### config.mk
export PLATFORM = sky130hd
export DESIGN_NAME = cri_weight
export DESIGN_NICKNAME = d
export VERILOG_FILES = /design/src/rtl/cri_pkg.sv /design/src/rtl/cri_weight.sv
export SDC_FILE = /design/constraint.sdc
export NUM_CORES = 2
export LEC_CHECK = 0
export BUFFER_PORTS_ARGS = -buffer_cell sky130_fd_sc_hd__buf_2
export CORE_MARGIN = 2
export CORE_UTILIZATION = 30
export DETAILED_ROUTE_END_ITERATION = 10
export SYNTH_ARGS = -nofsm -noshare
export SYNTH_HDL_FRONTEND = slang
export SYNTH_SLANG_ARGS = --single-unit
### constraint.sdc
create_clock -name clk -period 8.1 [get_ports clk]
set_input_delay 2.43 -clock clk [delete_from_list [all_inputs] [get_ports clk]]
set_output_delay 2.43 -clock clk [all_outputs]
set_load 0.05 [all_outputs]
### src/rtl/cri_pkg.sv
// Shared types and constants for the Catmull-Rom bicubic interpolator.
// No dependencies; imported by every module of the block.
package cri_pkg;

    localparam int CHANNELS = 4;
    localparam int SLOTS = 4;

    typedef logic signed [17:0] weight_t;
    typedef weight_t [3:0] weight_vec_t;
    typedef logic signed [39:0] col_sum_t;
    typedef logic signed [61:0] hacc_t;
    typedef hacc_t [SLOTS-1:0] hacc_vec_t;
    typedef logic [15:0] sample_t;
    typedef sample_t [3:0] sample_row_t;

    typedef struct packed {
        logic [15:0] gain;
        logic [15:0] frac_y;
        logic [15:0] frac_x;
        logic [1:0]  row_index;
        logic [63:0] pixel_col3;
        logic [63:0] pixel_col2;
        logic [63:0] pixel_col1;
        logic [63:0] pixel_col0;
    } in_item_t;

    typedef struct packed {
        logic [15:0] channel_3;
        logic [15:0] channel_2;
        logic [15:0] channel_1;
        logic [15:0] channel_0;
    } out_item_t;

    typedef struct packed {
        logic       vert_en;
        logic       vert_clear;
        logic       horiz_en;
        logic [1:0] col;
    } lane_ctrl_t;

    typedef enum logic [2:0] {
        ST_IDLE,
        ST_W1,
        ST_W2,
        ST_W3,
        ST_ROW,
        ST_H,
        ST_GAIN,
        ST_FIN
    } state_t;

endpackage

### src/rtl/cri_weight.sv
// Three-stage pipeline that turns a Q0.16 fraction into four Q2.16 weights.
// Depends on cri_pkg.
module cri_weight
    import cri_pkg::*;
(
    input  logic        clk,
    input  logic [15:0] frac,
    output weight_vec_t weights
);

    logic [15:0] f1_reg;
    logic [31:0] f2_reg;
    logic [15:0] f1b_reg;
    logic [31:0] f2b_reg;
    logic [47:0] f3_reg;
    logic signed [51:0] fs;
    logic signed [51:0] f2s;
    logic signed [51:0] f3s;
    logic signed [51:0] n0;
    logic signed [51:0] n2;
    logic signed [51:0] n3;
    logic signed [18:0] w0;
    logic signed [18:0] w2;
    logic signed [18:0] w3;
    logic signed [18:0] w1;
    localparam logic signed [51:0] HALF = 52'sd1 <<< 32;
    localparam logic signed [18:0] ONE = 19'sd65536;

    always_ff @(posedge clk)
    begin
        f1_reg  <= frac;
        f2_reg  <= 32'(frac * frac);
        f1b_reg <= f1_reg;
        f2b_reg <= f2_reg;
        f3_reg  <= 48'(f2_reg * f1_reg);
    end

    always_comb
    begin
        fs  = $signed({36'b0, f1b_reg});
        f2s = $signed({20'b0, f2b_reg});
        f3s = $signed({4'b0, f3_reg});
        n0  = -f3s + (f2s <<< 17) - (fs <<< 32) + HALF;
        n2  = -(f3s + (f3s <<< 1)) + (f2s <<< 18) + (fs <<< 32) + HALF;
        n3  = f3s - (f2s <<< 16) + HALF;
        w0  = n0[51:33];
        w2  = n2[51:33];
        w3  = n3[51:33];
        w1  = ONE - w0 - w2 - w3;
    end

    always_ff @(posedge clk)
    begin
        weights[0] <= w0[17:0];
        weights[1] <= w1[17:0];
        weights[2] <= w2[17:0];
        weights[3] <= w3[17:0];
    end

endmodule

==> run metrics <==
H-tree depth 1; DPL Wire Length 76,260 µm; All-Layer GR Usage 0.1461; crit path DAT a little over 8 ns; Max-Cap Viols 0; yosys warns 0; Layout Area Growth over Synthesis 10.38%; synth top area cells fa_1, ha_1, dfxtp_1, inv_1, nand2_1; run status completed; DRT Wirelength between 90,000 and 100,000 µm; max FFs per register 71; worst setup margin between 0.4 and 0.5 ns; wire length per cell about 15 µm; worst skew pair latency roughly 0.6 ns; Highest Clock Rate 130.3 MHz; Hold Violations, Final 0; final cycle utilization of the critical path 0.9473; Slew headroom 0.3009; hold-fix buffers at CTS 0; die area approximately 130,000 µm²; Synth Register Bits 210; Post-synth top flop dfxtp_1; Syn Area/Cell approximately 9.0 µm²; register area share after synthesis 0.1119; via count around 27,000; Slew @ Worst Pin ~1.0 ns; gr ovfl total 0; CTS sink count between 200 and 250; top cell type's share of synthesized area 0.3486; Async S/R FF share, synth 0; nets@finish about 5,500; critical path class in2reg; area leader, netlist fa_1; Inserted Clock Buffers 27; DRT iter0 DRCs about 1,500; Post-Place Setup Slack -0.1944 ns; fin crit period about 7.7 ns; number of I/O pins roughly 90; post-CTS setup buffer count 0; fin. max-slew vios 0; Cell Area, Placed 40,540 µm²; via density per instance 4.605; largest net degree at the start of global routing 33; Die Wd between 300 and 400 µm; initial antenna violation count 5; Worst-path clk slew roughly 0.06 ns; core area roughly 120,000 µm²; Crit path required time 8.61 ns; final setup violating endpoints 0; drt pass-1 iters 5; Setup TNS Final 0 ns; Cell variety after synth 80; Worst setup EP type flip-flop; number of synthesized flops with an enable pin 0; HP Class reg2reg; worst clock skew 0.02544 ns; global-route wire length before repair 151,400 µm; Initial Util 0.3030; deepest clock path buffer count 3; IO buf count approximately 90; final instance area 41,460 µm²; Startpoint Class primary input; # rows approximately 130; fin util 0.3345; routability congestion estimate ~0.87; Post-Syn Area 37,560 µm²; layout cells sized above 1 0.06676; vias in the first global route just under 30,000; CTS tree built; die height between 300 and 400 µm; Root Driver clkbuf_16; DRC 0; Post-Synthesis Cells a little over 4,000; Critical Path Fanout Max 15; DRT antenna net count 0; Post-CTS Resized 0
## metrics by stage
step	hold WS, ns	std cells
2_1_floorplan	0.3290	4157
6_report	0.5748	5937
4_1_cts	0.5563	5936
5_1_grt	0.5871	5936
3_3_place_gp	0.5663	5887
3_5_place_dp	0.5710	5887
## cells in the mapped netlist (all sizes together), types with 32 or more instances
cell	n
inv	971
a21o	78
xor2	50
nor2	122
fa	654
nor2b	32
a21oi	144
ha	535
clkbuf	109
o21ai	88
and2	212
xnor2	94
nand3	34
dfxtp	210
nand2	491
## worst max-delay path, cell delays in order
cell and delay, ns:
buf_2 0.10, buf_4 0.19, nand2_1 0.10, inv_1 0.06, fa_1 0.54, inv_1 0.06
fa_1 0.44, fa_1 0.45, fa_1 0.52, inv_1 0.06, fa_1 0.52, inv_1 0.06
fa_1 0.48, inv_1 0.04, ha_1 0.31, a21oi_1 0.20, nand3_1 0.10, o221a_2 0.24
o41a_1 0.35, a41o_1 0.26, o31ai_1 0.24, a21boi_0 0.13, o21ai_1 0.16, xnor2_1 0.13
## per-layer routing
layer  share of wire  track usage  up-vias
li1                -            -    13090
met1            0.49       0.2117    13480
met2            0.44       0.2344      676
met3           0.053      0.01817       99
met4           0.018      0.02728        0
met5               0            0        -
## layout make-up
class                           count  area [µm²]
Antenna cell                        1       2.502
Clock buffer                       29       703.2
Clock inverter                     20       205.2
Fill cell                       12920       82500
Inverter                          971        3645
Multi-Input combinational cell   2863       29310
Sequential cell                   210        4208
Tap cell                         1637        2048
Timing Repair Buffer              206        1339
## cell families (layout without fill, tap and decap cells)
kind of cell / count (synthesis) / after routing / share of synthesized area
AOI/OAI and AO/OA: 482 / 482 / 0.08485
xor gates and xnor gates: 145 / 145 / 0.03418
adders and majority gates: 1189 / 1189 / 0.5268
buffers and inverters: 1084 / 1226 / 0.1089
DFF: 210 / 210 / 0.1119
muxes: 8 / 8 / 0.002199
other: 2 / 9 / 0.0001999
and+or+nand+nor: 1031 / 1031 / 0.1310
## cells in the final DEF (no fill, tap or decap), types with 8 or more instances in the layout
cell type	instances
xnor2_1	94
conb_1	8
o21ai_0	84
dfxtp_1	207
clkbuf_16	27
nand3_1	34
nor3_1	27
and2_1	211
ha_1	535
nand2_1	490
o211ai_1	9
inv_1	971
o21a_1	23
buf_2	88
a21oi_1	143
o21bai_1	11
nand4_1	28
a211oi_1	16
nor4_1	8
a21boi_0	8
a31oi_1	13
o31ai_1	13
nor2_1	122
and3_1	13
xor2_1	50
buf_4	117
a211o_1	11
fa_1	654
a21o_1	78
a41oi_1	8
nor2b_1	32
nand2b_1	27
## worst paths after layout
path              startpoint     endpoint  slack (ns)  cells after the start
hold / removal    f2_reg[31]  f2b_reg[31]        0.57                      1
setup / recovery     frac[3]   f2_reg[24]        0.43                     24
hold reg to reg   f2_reg[31]  f2b_reg[31]        0.57                      1
setup reg to reg   f1_reg[1]   f3_reg[43]        0.49                     26
Power is left out: the tool's default activity adds up to more than one toggle a clock period on the data nets, which glitch-free logic cannot reach.
